File: config.mk
export PLATFORM = sky130hd
export DESIGN_NAME = range_huge_page_splitter_flat
export DESIGN_NICKNAME = d
export VERILOG_FILES = /design/src/rtl/rhps_pkg.sv /design/src/rtl/rhps_ifs.sv /design/src/rtl/range_huge_page_splitter.sv /design/src/rtl/rhps_front.sv /design/src/rtl/rhps_fifo.sv /design/src/rtl/rhps_back.sv /design/src/flat_wrapper.sv
export VERILOG_INCLUDE_DIRS = /design/src /design/src/rtl
export SDC_FILE = /design/constraint.sdc
export NUM_CORES = 1
export LEC_CHECK = 0
export BUFFER_PORTS_ARGS = -buffer_cell sky130_fd_sc_hd__buf_2
export CAP_MARGIN = 20
export CORE_UTILIZATION = 63
export CTS_CLUSTER_SIZE = 40
export DETAILED_ROUTE_END_ITERATION = 8
export MAX_ROUTING_LAYER = met4
export PLACE_DENSITY = 0.81
export SYNTH_ARGS = -nofsm -noshare
export SYNTH_HDL_FRONTEND = slang
export SYNTH_SLANG_ARGS = --single-unit
File: constraint.sdc
create_clock -name clk -period 11.09 [get_ports clk]
set_clock_uncertainty 0.1 [all_clocks]
set_input_delay 1.6635 -clock clk [delete_from_list [all_inputs] [get_ports clk]]
set_output_delay 1.6635 -clock clk [all_outputs]
set_load 0.05 [all_outputs]
File: src/rtl/range_huge_page_splitter_macros.svh
// assertion macros used by the range splitter back end
`ifndef RANGE_HUGE_PAGE_SPLITTER_MACROS_SVH
`define RANGE_HUGE_PAGE_SPLITTER_MACROS_SVH

// same-cycle implication, checked on clk, off while in reset
`define RHPS_ASSERT_IMP(lbl, ante, cons, msg) \
  lbl: assert property (@(posedge clk) disable iff (!rst_n) (ante) |-> (cons)) \
    else $error(msg);

// next-cycle implication, checked on clk, off while in reset
`define RHPS_ASSERT_NXT(lbl, ante, cons, msg) \
  lbl: assert property (@(posedge clk) disable iff (!rst_n) (ante) |=> (cons)) \
    else $error(msg);

`endif

File: src/rtl/rhps_pkg.sv
// constants, widths and the chunk plan type of the range splitter
package rhps_pkg;

  localparam int unsigned PAGE_BYTES       = 4096;
  localparam int unsigned HUGE_SPAN_PAGES  = 512;
  localparam int unsigned MAX_LENGTH_BYTES = 67108864;
  localparam int unsigned ADDRESS_BITS     = 48;

  // page and huge span sizes are powers of two
  localparam int unsigned PAGE_SHIFT = $clog2(PAGE_BYTES);
  localparam int unsigned HUGE_SHIFT = $clog2(HUGE_SPAN_PAGES);

  localparam int unsigned START_W = ADDRESS_BITS;
  localparam int unsigned LEN_W   = 27;
  localparam int unsigned PAGE_W  = ADDRESS_BITS - PAGE_SHIFT;
  localparam int unsigned IDX_W   = PAGE_W + 1;
  localparam int unsigned CNT_W   = 10;

  localparam int unsigned QUEUE_DEPTH = 2;

  // chunk kinds in emission order
  localparam int unsigned SEG_LEDGE = 0;
  localparam int unsigned SEG_PLAIN = 1;
  localparam int unsigned SEG_HUGE  = 2;
  localparam int unsigned SEG_POST  = 3;
  localparam int unsigned SEG_REDGE = 4;
  localparam int unsigned SEG_W     = 5;

  localparam logic [IDX_W-1:0] HP_IDX  = IDX_W'(HUGE_SPAN_PAGES);
  localparam logic [IDX_W-1:0] HP_MASK = IDX_W'(HUGE_SPAN_PAGES - 1);
  localparam logic [CNT_W-1:0] HP_CNT  = CNT_W'(HUGE_SPAN_PAGES);
  localparam logic [LEN_W-1:0] MAX_LEN = LEN_W'(MAX_LENGTH_BYTES);

  typedef struct packed {
    logic [PAGE_W-1:0] p0;
    logic [PAGE_W-1:0] p1;
    logic [IDX_W-1:0]  lo;
    logic [IDX_W-1:0]  a_end;
    logic [IDX_W-1:0]  hlo;
    logic [IDX_W-1:0]  hhi;
    logic [IDX_W-1:0]  hi;
    logic [SEG_W-1:0]  segs;
  } rhps_plan_t;

endpackage

File: src/rtl/rhps_ifs.sv
// valid/ready channel interfaces for range input and chunk output
interface rhps_in_if import rhps_pkg::*; ();
  logic               valid;
  logic               ready;
  logic [START_W-1:0] start_offset;
  logic [LEN_W-1:0]   length;

  modport source (output valid, output start_offset, output length, input ready);
  modport sink (input valid, input start_offset, input length, output ready);
endinterface

interface rhps_out_if import rhps_pkg::*; ();
  logic              valid;
  logic              ready;
  logic [PAGE_W-1:0] first_page;
  logic [CNT_W-1:0]  page_count;
  logic              huge_chunk;
  logic              edge_page;
  logic              last_chunk;

  modport source (output valid, output first_page, output page_count,
                  output huge_chunk, output edge_page, output last_chunk, input ready);
  modport sink (input valid, input first_page, input page_count,
                input huge_chunk, input edge_page, input last_chunk, output ready);
endinterface

File: src/rtl/range_huge_page_splitter.sv
// range splitter top level: accepted range in, page chunks out in address order
// a range is registered in the front stage, queued as a plan, then walked by the back end
// into the output register, one chunk per cycle unless out_ch.ready stalls (1 to 35 chunks per nonzero range)
// the front and a 2-entry plan queue take later ranges while chunks are still going out
// reset (rst_n low, synchronous) empties the front stage, queue and output register
// no state carries from one range to the next
module range_huge_page_splitter import rhps_pkg::*; #(
  parameter int unsigned QDEPTH = QUEUE_DEPTH
) (
  input  logic        clk,
  input  logic        rst_n,
  rhps_in_if.sink     in_ch,
  rhps_out_if.source  out_ch
);

  logic       push_valid, push_ready, pop_valid, pop_ready;
  rhps_plan_t push_plan, pop_plan;

  rhps_front u_front (
    .clk        (clk),
    .rst_n      (rst_n),
    .in_ch      (in_ch),
    .push_valid (push_valid),
    .push_ready (push_ready),
    .push_plan  (push_plan)
  );

  rhps_fifo #(
    .DEPTH (QDEPTH)
  ) u_fifo (
    .clk        (clk),
    .rst_n      (rst_n),
    .push_valid (push_valid),
    .push_ready (push_ready),
    .push_plan  (push_plan),
    .pop_valid  (pop_valid),
    .pop_ready  (pop_ready),
    .pop_plan   (pop_plan)
  );

  rhps_back u_back (
    .clk       (clk),
    .rst_n     (rst_n),
    .pop_valid (pop_valid),
    .pop_ready (pop_ready),
    .pop_plan  (pop_plan),
    .out_ch    (out_ch)
  );

endmodule

File: src/rtl/rhps_front.sv
// front end: takes a range, finds its last byte and builds the chunk plan
module rhps_front import rhps_pkg::*; (
  input  logic       clk,
  input  logic       rst_n,
  rhps_in_if.sink    in_ch,
  output logic       push_valid,
  input  logic       push_ready,
  output rhps_plan_t push_plan
);

  logic               s1_valid_r, s1_valid_nxt;
  logic [START_W-1:0] start_r, last_r;
  logic [LEN_W-1:0]   len_sat;
  logic [START_W:0]   sum;
  logic [START_W-1:0] last_nxt;
  logic               in_acc;

  logic [PAGE_W-1:0] p0, p1;
  logic              lp, rp;
  logic [IDX_W-1:0]  lo, hi, hlo, hhi;
  logic              has_whole, split, pre, post;

  assign in_ch.ready = !s1_valid_r || push_ready;
  assign in_acc      = in_ch.valid && in_ch.ready;

  always_comb begin
    len_sat = (in_ch.length > MAX_LEN) ? MAX_LEN : in_ch.length;
    sum = {1'b0, in_ch.start_offset} + {{(START_W + 1 - LEN_W){1'b0}}, len_sat}
          - {{START_W{1'b0}}, 1'b1};
    // clip at the top of the address space
    last_nxt = sum[START_W] ? '1 : sum[START_W-1:0];
    // zero length produces nothing
    s1_valid_nxt = in_acc ? (in_ch.length != '0) : (s1_valid_r && !push_ready);
  end

  always_ff @(posedge clk) begin
    if (!rst_n) begin
      s1_valid_r <= 1'b0;
    end else begin
      s1_valid_r <= s1_valid_nxt;
    end
  end

  always_ff @(posedge clk) begin
    if (in_acc) begin
      start_r <= in_ch.start_offset;
      last_r  <= last_nxt;
    end
  end

  always_comb begin
    p0  = start_r[START_W-1:PAGE_SHIFT];
    p1  = last_r[START_W-1:PAGE_SHIFT];
    lp  = start_r[PAGE_SHIFT-1:0] != '0;
    rp  = last_r[PAGE_SHIFT-1:0] != '1;
    lo  = {1'b0, p0} + IDX_W'(lp);
    hi  = {1'b0, p1} + IDX_W'(!rp);
    // round the first whole page up to a huge boundary
    hlo = ({1'b0, p0} + (lp ? HP_IDX : HP_IDX - IDX_W'(1))) & ~HP_MASK;
    hhi = hi & ~HP_MASK;
    has_whole = lo < hi;
    split     = hlo < hhi;
    pre       = lo < hlo;
    post      = hhi < hi;

    push_plan.p0    = p0;
    push_plan.p1    = p1;
    push_plan.lo    = lo;
    push_plan.a_end = split ? hlo : hi;
    push_plan.hlo   = hlo;
    push_plan.hhi   = hhi;
    push_plan.hi    = hi;
    push_plan.segs  = '0;
    push_plan.segs[SEG_LEDGE] = lp;
    push_plan.segs[SEG_PLAIN] = has_whole && (!split || pre);
    push_plan.segs[SEG_HUGE]  = has_whole && split;
    push_plan.segs[SEG_POST]  = has_whole && split && post;
    // a range inside one page, but not the whole page, gives a single edge chunk
    push_plan.segs[SEG_REDGE] = rp && !(lp && (p1 == p0));
  end

  assign push_valid = s1_valid_r;

endmodule

File: src/rtl/rhps_fifo.sv
// short plan queue between front and back
module rhps_fifo import rhps_pkg::*; #(
  parameter int unsigned DEPTH = QUEUE_DEPTH
) (
  input  logic       clk,
  input  logic       rst_n,
  input  logic       push_valid,
  output logic       push_ready,
  input  rhps_plan_t push_plan,
  output logic       pop_valid,
  input  logic       pop_ready,
  output rhps_plan_t pop_plan
);

  localparam int unsigned PTR_W = (DEPTH > 1) ? $clog2(DEPTH) : 1;
  localparam int unsigned CNT_QW = $clog2(DEPTH + 1);
  localparam logic [PTR_W-1:0]  LAST_PTR = PTR_W'(DEPTH - 1);
  localparam logic [CNT_QW-1:0] FULL_CNT = CNT_QW'(DEPTH);

  rhps_plan_t         slot_r [DEPTH];
  logic [PTR_W-1:0]   wr_ptr_r, wr_ptr_nxt, rd_ptr_r, rd_ptr_nxt;
  logic [CNT_QW-1:0]  cnt_r, cnt_nxt;
  logic               do_push, do_pop;

  assign push_ready = cnt_r != FULL_CNT;
  assign pop_valid  = cnt_r != '0;
  assign pop_plan   = slot_r[rd_ptr_r];
  assign do_push    = push_valid && push_ready;
  assign do_pop     = pop_valid && pop_ready;

  always_comb begin
    wr_ptr_nxt = wr_ptr_r;
    rd_ptr_nxt = rd_ptr_r;
    if (do_push) begin
      wr_ptr_nxt = (wr_ptr_r == LAST_PTR) ? '0 : wr_ptr_r + PTR_W'(1);
    end
    if (do_pop) begin
      rd_ptr_nxt = (rd_ptr_r == LAST_PTR) ? '0 : rd_ptr_r + PTR_W'(1);
    end
    cnt_nxt = cnt_r + CNT_QW'(do_push) - CNT_QW'(do_pop);
  end

  always_ff @(posedge clk) begin
    if (!rst_n) begin
      wr_ptr_r <= '0;
      rd_ptr_r <= '0;
      cnt_r    <= '0;
    end else begin
      wr_ptr_r <= wr_ptr_nxt;
      rd_ptr_r <= rd_ptr_nxt;
      cnt_r    <= cnt_nxt;
    end
  end

  always_ff @(posedge clk) begin
    if (do_push) begin
      slot_r[wr_ptr_r] <= push_plan;
    end
  end

endmodule

File: src/rtl/rhps_back.sv
// back end: walks a chunk plan and emits one chunk per cycle unless out_ch.ready stalls
module rhps_back import rhps_pkg::*; (
  input  logic       clk,
  input  logic       rst_n,
  input  logic       pop_valid,
  output logic       pop_ready,
  input  rhps_plan_t pop_plan,
  rhps_out_if.source out_ch
);

`include "range_huge_page_splitter_macros.svh"

  rhps_plan_t        plan_r;
  logic [SEG_W-1:0]  pend_r, pend_nxt;
  logic [IDX_W-1:0]  k_r, k_nxt, k_step;
  logic              out_valid_r, out_valid_nxt;
  logic [PAGE_W-1:0] page_r, page_nxt;
  logic [CNT_W-1:0]  cnt_r, cnt_nxt;
  logic              huge_r, huge_nxt, edge_r, edge_nxt, last_r, last_nxt;

  logic              busy, out_free, adv, pop;
  logic [SEG_W-1:0]  sel, clr, rem;
  logic              huge_more, is_last;

  always_comb begin
    busy      = pend_r != '0;
    out_free  = !out_valid_r || out_ch.ready;
    adv       = busy && out_free;
    sel       = pend_r & (~pend_r + SEG_W'(1));
    k_step    = k_r + HP_IDX;
    // the huge kind stays pending until the last aligned span
    huge_more = sel[SEG_HUGE] && (k_step != plan_r.hhi);
    clr       = sel;
    if (huge_more) begin
      clr[SEG_HUGE] = 1'b0;
    end
    rem       = pend_r & ~clr;
    is_last   = rem == '0;
    pop       = pop_valid && (!busy || (adv && is_last));

    page_nxt = page_r;
    cnt_nxt  = cnt_r;
    huge_nxt = 1'b0;
    edge_nxt = 1'b0;
    if (sel[SEG_LEDGE]) begin
      page_nxt = plan_r.p0;
      cnt_nxt  = CNT_W'(1);
      edge_nxt = 1'b1;
    end else if (sel[SEG_PLAIN]) begin
      page_nxt = plan_r.lo[PAGE_W-1:0];
      cnt_nxt  = CNT_W'(plan_r.a_end - plan_r.lo);
    end else if (sel[SEG_HUGE]) begin
      page_nxt = k_r[PAGE_W-1:0];
      cnt_nxt  = HP_CNT;
      huge_nxt = 1'b1;
    end else if (sel[SEG_POST]) begin
      page_nxt = plan_r.hhi[PAGE_W-1:0];
      cnt_nxt  = CNT_W'(plan_r.hi - plan_r.hhi);
    end else begin
      page_nxt = plan_r.p1;
      cnt_nxt  = CNT_W'(1);
      edge_nxt = 1'b1;
    end
    last_nxt = is_last;

    if (pop) begin
      pend_nxt = pop_plan.segs;
      k_nxt    = pop_plan.hlo;
    end else if (adv) begin
      pend_nxt = rem;
      k_nxt    = sel[SEG_HUGE] ? k_step : k_r;
    end else begin
      pend_nxt = pend_r;
      k_nxt    = k_r;
    end

    if (adv) begin
      out_valid_nxt = 1'b1;
    end else if (out_ch.ready) begin
      out_valid_nxt = 1'b0;
    end else begin
      out_valid_nxt = out_valid_r;
    end
  end

  assign pop_ready = !busy || (adv && is_last);

  always_ff @(posedge clk) begin
    if (!rst_n) begin
      pend_r      <= '0;
      out_valid_r <= 1'b0;
    end else begin
      pend_r      <= pend_nxt;
      out_valid_r <= out_valid_nxt;
    end
  end

  always_ff @(posedge clk) begin
    k_r <= k_nxt;
    if (pop) begin
      plan_r <= pop_plan;
    end
    if (adv) begin
      page_r <= page_nxt;
      cnt_r  <= cnt_nxt;
      huge_r <= huge_nxt;
      edge_r <= edge_nxt;
      last_r <= last_nxt;
    end
  end

  assign out_ch.valid      = out_valid_r;
  assign out_ch.first_page = page_r;
  assign out_ch.page_count = cnt_r;
  assign out_ch.huge_chunk = huge_r;
  assign out_ch.edge_page  = edge_r;
  assign out_ch.last_chunk = last_r;

  `RHPS_ASSERT_IMP(a_huge_aligned, out_valid_r && huge_r, (cnt_r == HP_CNT) && (page_r[HUGE_SHIFT-1:0] == '0), "huge chunk not aligned or wrong size")
  `RHPS_ASSERT_IMP(a_edge_single, out_valid_r && edge_r, (cnt_r == CNT_W'(1)) && !huge_r, "edge chunk is not one plain page")
  `RHPS_ASSERT_IMP(a_huge_in_span, pend_r[SEG_HUGE], k_r < plan_r.hhi, "huge walk ran past its span")
  `RHPS_ASSERT_NXT(a_more_follows, adv && !is_last, pend_r != '0, "plan dropped before its last chunk")

endmodule
File: src/flat_wrapper.sv
// flat-port wrapper written by rule: the top's interface ports become plain ports
module range_huge_page_splitter_flat import rhps_pkg::*;
#(
  parameter int unsigned QDEPTH = QUEUE_DEPTH
)
  (clk, rst_n, in_ch_valid, in_ch_start_offset, in_ch_length, in_ch_ready, out_ch_valid, out_ch_first_page, out_ch_page_count, out_ch_huge_chunk, out_ch_edge_page, out_ch_last_chunk, out_ch_ready);
  rhps_in_if in_ch_i ();
  rhps_out_if out_ch_i ();
  input  logic clk;
  input  logic rst_n;
  input wire logic [$bits(in_ch_i.valid)-1:0] in_ch_valid;
  input wire logic [$bits(in_ch_i.start_offset)-1:0] in_ch_start_offset;
  input wire logic [$bits(in_ch_i.length)-1:0] in_ch_length;
  output wire logic [$bits(in_ch_i.ready)-1:0] in_ch_ready;
  output wire logic [$bits(out_ch_i.valid)-1:0] out_ch_valid;
  output wire logic [$bits(out_ch_i.first_page)-1:0] out_ch_first_page;
  output wire logic [$bits(out_ch_i.page_count)-1:0] out_ch_page_count;
  output wire logic [$bits(out_ch_i.huge_chunk)-1:0] out_ch_huge_chunk;
  output wire logic [$bits(out_ch_i.edge_page)-1:0] out_ch_edge_page;
  output wire logic [$bits(out_ch_i.last_chunk)-1:0] out_ch_last_chunk;
  input wire logic [$bits(out_ch_i.ready)-1:0] out_ch_ready;
  assign in_ch_i.valid = in_ch_valid;
  assign in_ch_i.start_offset = in_ch_start_offset;
  assign in_ch_i.length = in_ch_length;
  assign in_ch_ready = in_ch_i.ready;
  assign out_ch_valid = out_ch_i.valid;
  assign out_ch_first_page = out_ch_i.first_page;
  assign out_ch_page_count = out_ch_i.page_count;
  assign out_ch_huge_chunk = out_ch_i.huge_chunk;
  assign out_ch_edge_page = out_ch_i.edge_page;
  assign out_ch_last_chunk = out_ch_i.last_chunk;
  assign out_ch_i.ready = out_ch_ready;
  range_huge_page_splitter #(.QDEPTH(QDEPTH)) u_core (.clk(clk), .rst_n(rst_n), .in_ch(in_ch_i), .out_ch(out_ch_i));
endmodule
==> reports/qor.txt <==
==================================================================================
Outcome .............................................................    completed
Highest Clock Rate ..................................................   0.1411 GHz
Register area .......................................................  21390 sq um
IR drop worst, VDD ..................................................    0.2589 mV
Number of diodes added for antenna fixing ...........................            0
Inserted Clock Buffers ..............................................           74
First-iteration detailed-routing DRC count ..........................         2514
Total nets after synthesis ..........................................         3071
Net count reported at finish ........................................         3183
Classification of the worst-slack hold path .........................   reg -> reg
Fraction of final layout cells sized beyond drive strength 1 ........       15.07%
Utilization after layout ............................................       70.82%
Number of DRC violations after detailed routing .....................            0
Post-route setup TNS ................................................         0 ps
Leftover overflow at the end of global routing ......................            0
Via count of the first global-routing pass ..........................        22650
Commonest non-fill, non-tap cells in the layout ..................... sky130_fd_sc_hd__edfxtp_1, sky130_fd_sc_hd__inv_1, sky130_fd_sc_hd__nand2_1
Area Overhead vs Synth ..............................................       10.15%
Critical Path AT ....................................................      7320 ps
Die Area ............................................................  57620 sq um
Die extent in y ..................................................... 240.0 microns
Worst path bufs/invs ................................................            3
Share of the yosys chip area belonging to registers .................       59.89%
EDFF count, synth ...................................................          704
Dominant register cell in the synthesized netlist ................... sky130_fd_sc_hd__edfxtp_1
Average detailed-routed wire length per instance .................... 23.54 microns
Floorplan core area .................................................  55520 sq um
Number of distinct library cells after synthesis ....................           76
Most common cell after layout, fill and taps aside .................. sky130_fd_sc_hd__edfxtp_1
Source-to-sink clock delay at the later pin of the worst-skew pair ..       620 ps
Post-synthesis instance total .......................................         2806
Period Utilization, post-route ......................................       63.93%
Setup violators final ...............................................            0
Post-layout min period ..............................................      7090 ps
Number of clock sinks ...............................................          716
First-pass GRT wire length .......................................... 132700 microns
Boundary Pins .......................................................          130
Routed via count ....................................................        23180
Sum of net half-perimeters after detailed placement ................. 61710 microns
Crit start category ................................................. primary input
Highest-delay cell along the critical path .......................... sky130_fd_sc_hd__or4_1
Initial antenna violation count .....................................            2
Critical path, cell by cell ......................................... buf_2 -> or4_1 -> nor4_1 -> nand4_1 -> nand2_1 -> nand2_1 -> ha_1 -> inv_1 -> ha_1 -> and3_1 -> and2_1 -> a221oi_2 -> o221ai_1 -> a2111o_1 -> a31oi_1 -> o31ai_1 -> a221oi_2 -> xnor2_2 -> buf_4 -> o21ai_0
Maximum fanout count along the critical path ........................           48
Worst path max stage delay ..........................................       530 ps
Final setup margin ..................................................      4000 ps
Global-route total usage across every layer .........................       31.95%
Number of hold violations in the final report .......................            0
Power Dens Cells .................................................... 241.9 nW/um^2
Share of synthesized registers carrying an async set or reset .......           0%
Synthesized area per cell ...........................................  12.72 sq um
Max-cap viol count ..................................................            0
Clk Tree Root Cell .................................................. sky130_fd_sc_hd__clkbuf_16
Footprint of the multi-input gates ..................................  13080 sq um
Maximum buffer depth of the clock tree ..............................            3
Crit path kind ......................................................    in -> reg
Initial Util ........................................................       64.29%
Type of element capturing the critical path .........................    flip-flop
Area of placed instances ............................................  37000 sq um
Synthesized area ....................................................  35700 sq um
Post-CTS Repair Setup Buffers .......................................            0
Maximum number of pins on one net before global-route repair ........           81
Synth warnings ......................................................            0
Total Power Consumption .............................................      9514 uW
Final instance area .................................................  39320 sq um
First drt pass iteration count ......................................            5
Relative max-transition margin ......................................       28.85%
Count of filler cells inserted in the layout ........................         3690
Number of vias per cell .............................................        6.219
Measured slew at the worst slew-check pin ...........................      1067 ps
Cell row count ......................................................           86
Kind of cell with the highest combined delay on the critical path ... simple AND/OR/NAND/NOR gates
CTS clk-pin slew, worst paths .......................................        60 ps
Worst-case setup slack after placement ..............................      3311 ps
Port buffer count ...................................................          129
Remaining number of nets flagged by the antenna check after routing .            0
Resized cells post-CTS ..............................................            0
Setup repair after global routing missed its margin .................           no
H-tree levels .......................................................            3
Chip width .......................................................... 240.0 microns
Static power due to leakage .........................................   0.01480 uW
Required @ worst endpoint ...........................................     11320 ps
Max-slew violations .................................................            0
CTS Hold Buffers Added ..............................................            0
Clock tree from TritonCTS ...........................................          yes
FF+latch count, synth ...............................................          716
Total wire length ................................................... 87730 microns
Routability congestion estimate .....................................       0.9876
==================================================================================
## metal layers
layer	global-route usage (%)	up-vias	wire, microns
li1	-	10530	-
met1	45.61	11380	37000
met2	47.77	1125	39720
met3	5.006	145	8833
met4	9.052	0	2170
met5	-	-	0
## logic make-up after synthesis
family                     share of synthesized area (%)
adders and majority gates                          6.618
AOI/OAI and AO/OA                                  8.230
buffers and inverters                              3.544
xor gates and xnor gates                           6.288
muxes                                              6.022
and+or+nand+nor                                    9.404
DFF                                                59.89
## final timing paths
kind	from	to	slack, ps	depth (start not counted)
hold / removal	u_core.u_back.plan_r[231]	u_core.u_back.out_ch.first_page[5]	430	2
hold reg to reg	u_core.u_back.plan_r[231]	u_core.u_back.out_ch.first_page[5]	430	2
setup / recovery	in_ch_length[7]	u_core.u_front.last_r[17]	4000	20
setup reg to reg	u_core.u_front.start_r[1]	u_core.u_fifo.slot_r[1][3]	4250	23
## registers in the layout, indices dropped and copies added, names as in the netlist, 2 cells and up, named ones only
signal	cells
u_core.u_back.out_ch.first_page	36
u_core.u_fifo.slot_r	376
u_core.u_front.last_r	48
u_core.u_back.plan_r	155
u_core.u_front.start_r	48
u_core.u_back.pend_r	5
u_core.u_fifo.cnt_r	2
u_core.u_back.out_ch.page_count	10
u_core.u_back.k_r	28
## where the power goes
group          leakage, uW  internal [uW]  switching, uW
Combinational      0.00704            947           1890
Sequential         0.00661           3870            412
Clock              0.00115           1340           1060
## stage by stage
| stage | hold WS [ps] | instances |
|---|---|---|
| finish | 425.0 | 3727 |
| global route | 454.9 | 3727 |
| CTS | 424.6 | 3727 |
| detailed placement | 414.6 | 3590 |
| global placement | 412.7 | 3590 |
| floorplan | 343.0 | 2806 |
## final cells by class
class	count	share of cell area, %
well taps	748	2.380
flip-flops and latches	716	54.39
inverters	211	2.027
clock buffers	85	4.814
repair buffers	149	2.024
clock inverters	52	1.091
multi-input cells	1766	33.27
## tightest hold or removal path: cells and delay by family (launching register included)
family             cells  cell delay [ps]
DFF                    1              320
AOI/OAI and AO/OA      1               50
and+or+nand+nor        1               50
## synthesized netlist by cell type (all sizes together) (30+ instances only)
cell type  number  area share [%]
a211oi         42            0.88
a21o           66             1.4
a21oi         140             2.0
and2           30            0.53
and3           34            0.60
clkbuf         88            0.93
edfxtp        704              59
ha            184             6.4
inv           210             2.2
mux2          158             5.0
mux2i          37             1.0
nand2         196             2.1
nand3          60            0.86
nand4          59             1.1
nor2          138             1.5
nor2b          38            0.67
nor3           39            0.56
o21ai         109             1.5
xnor2         131             3.2
xor2          102             2.5
Note: power is estimated with default switching activity, not from simulation.
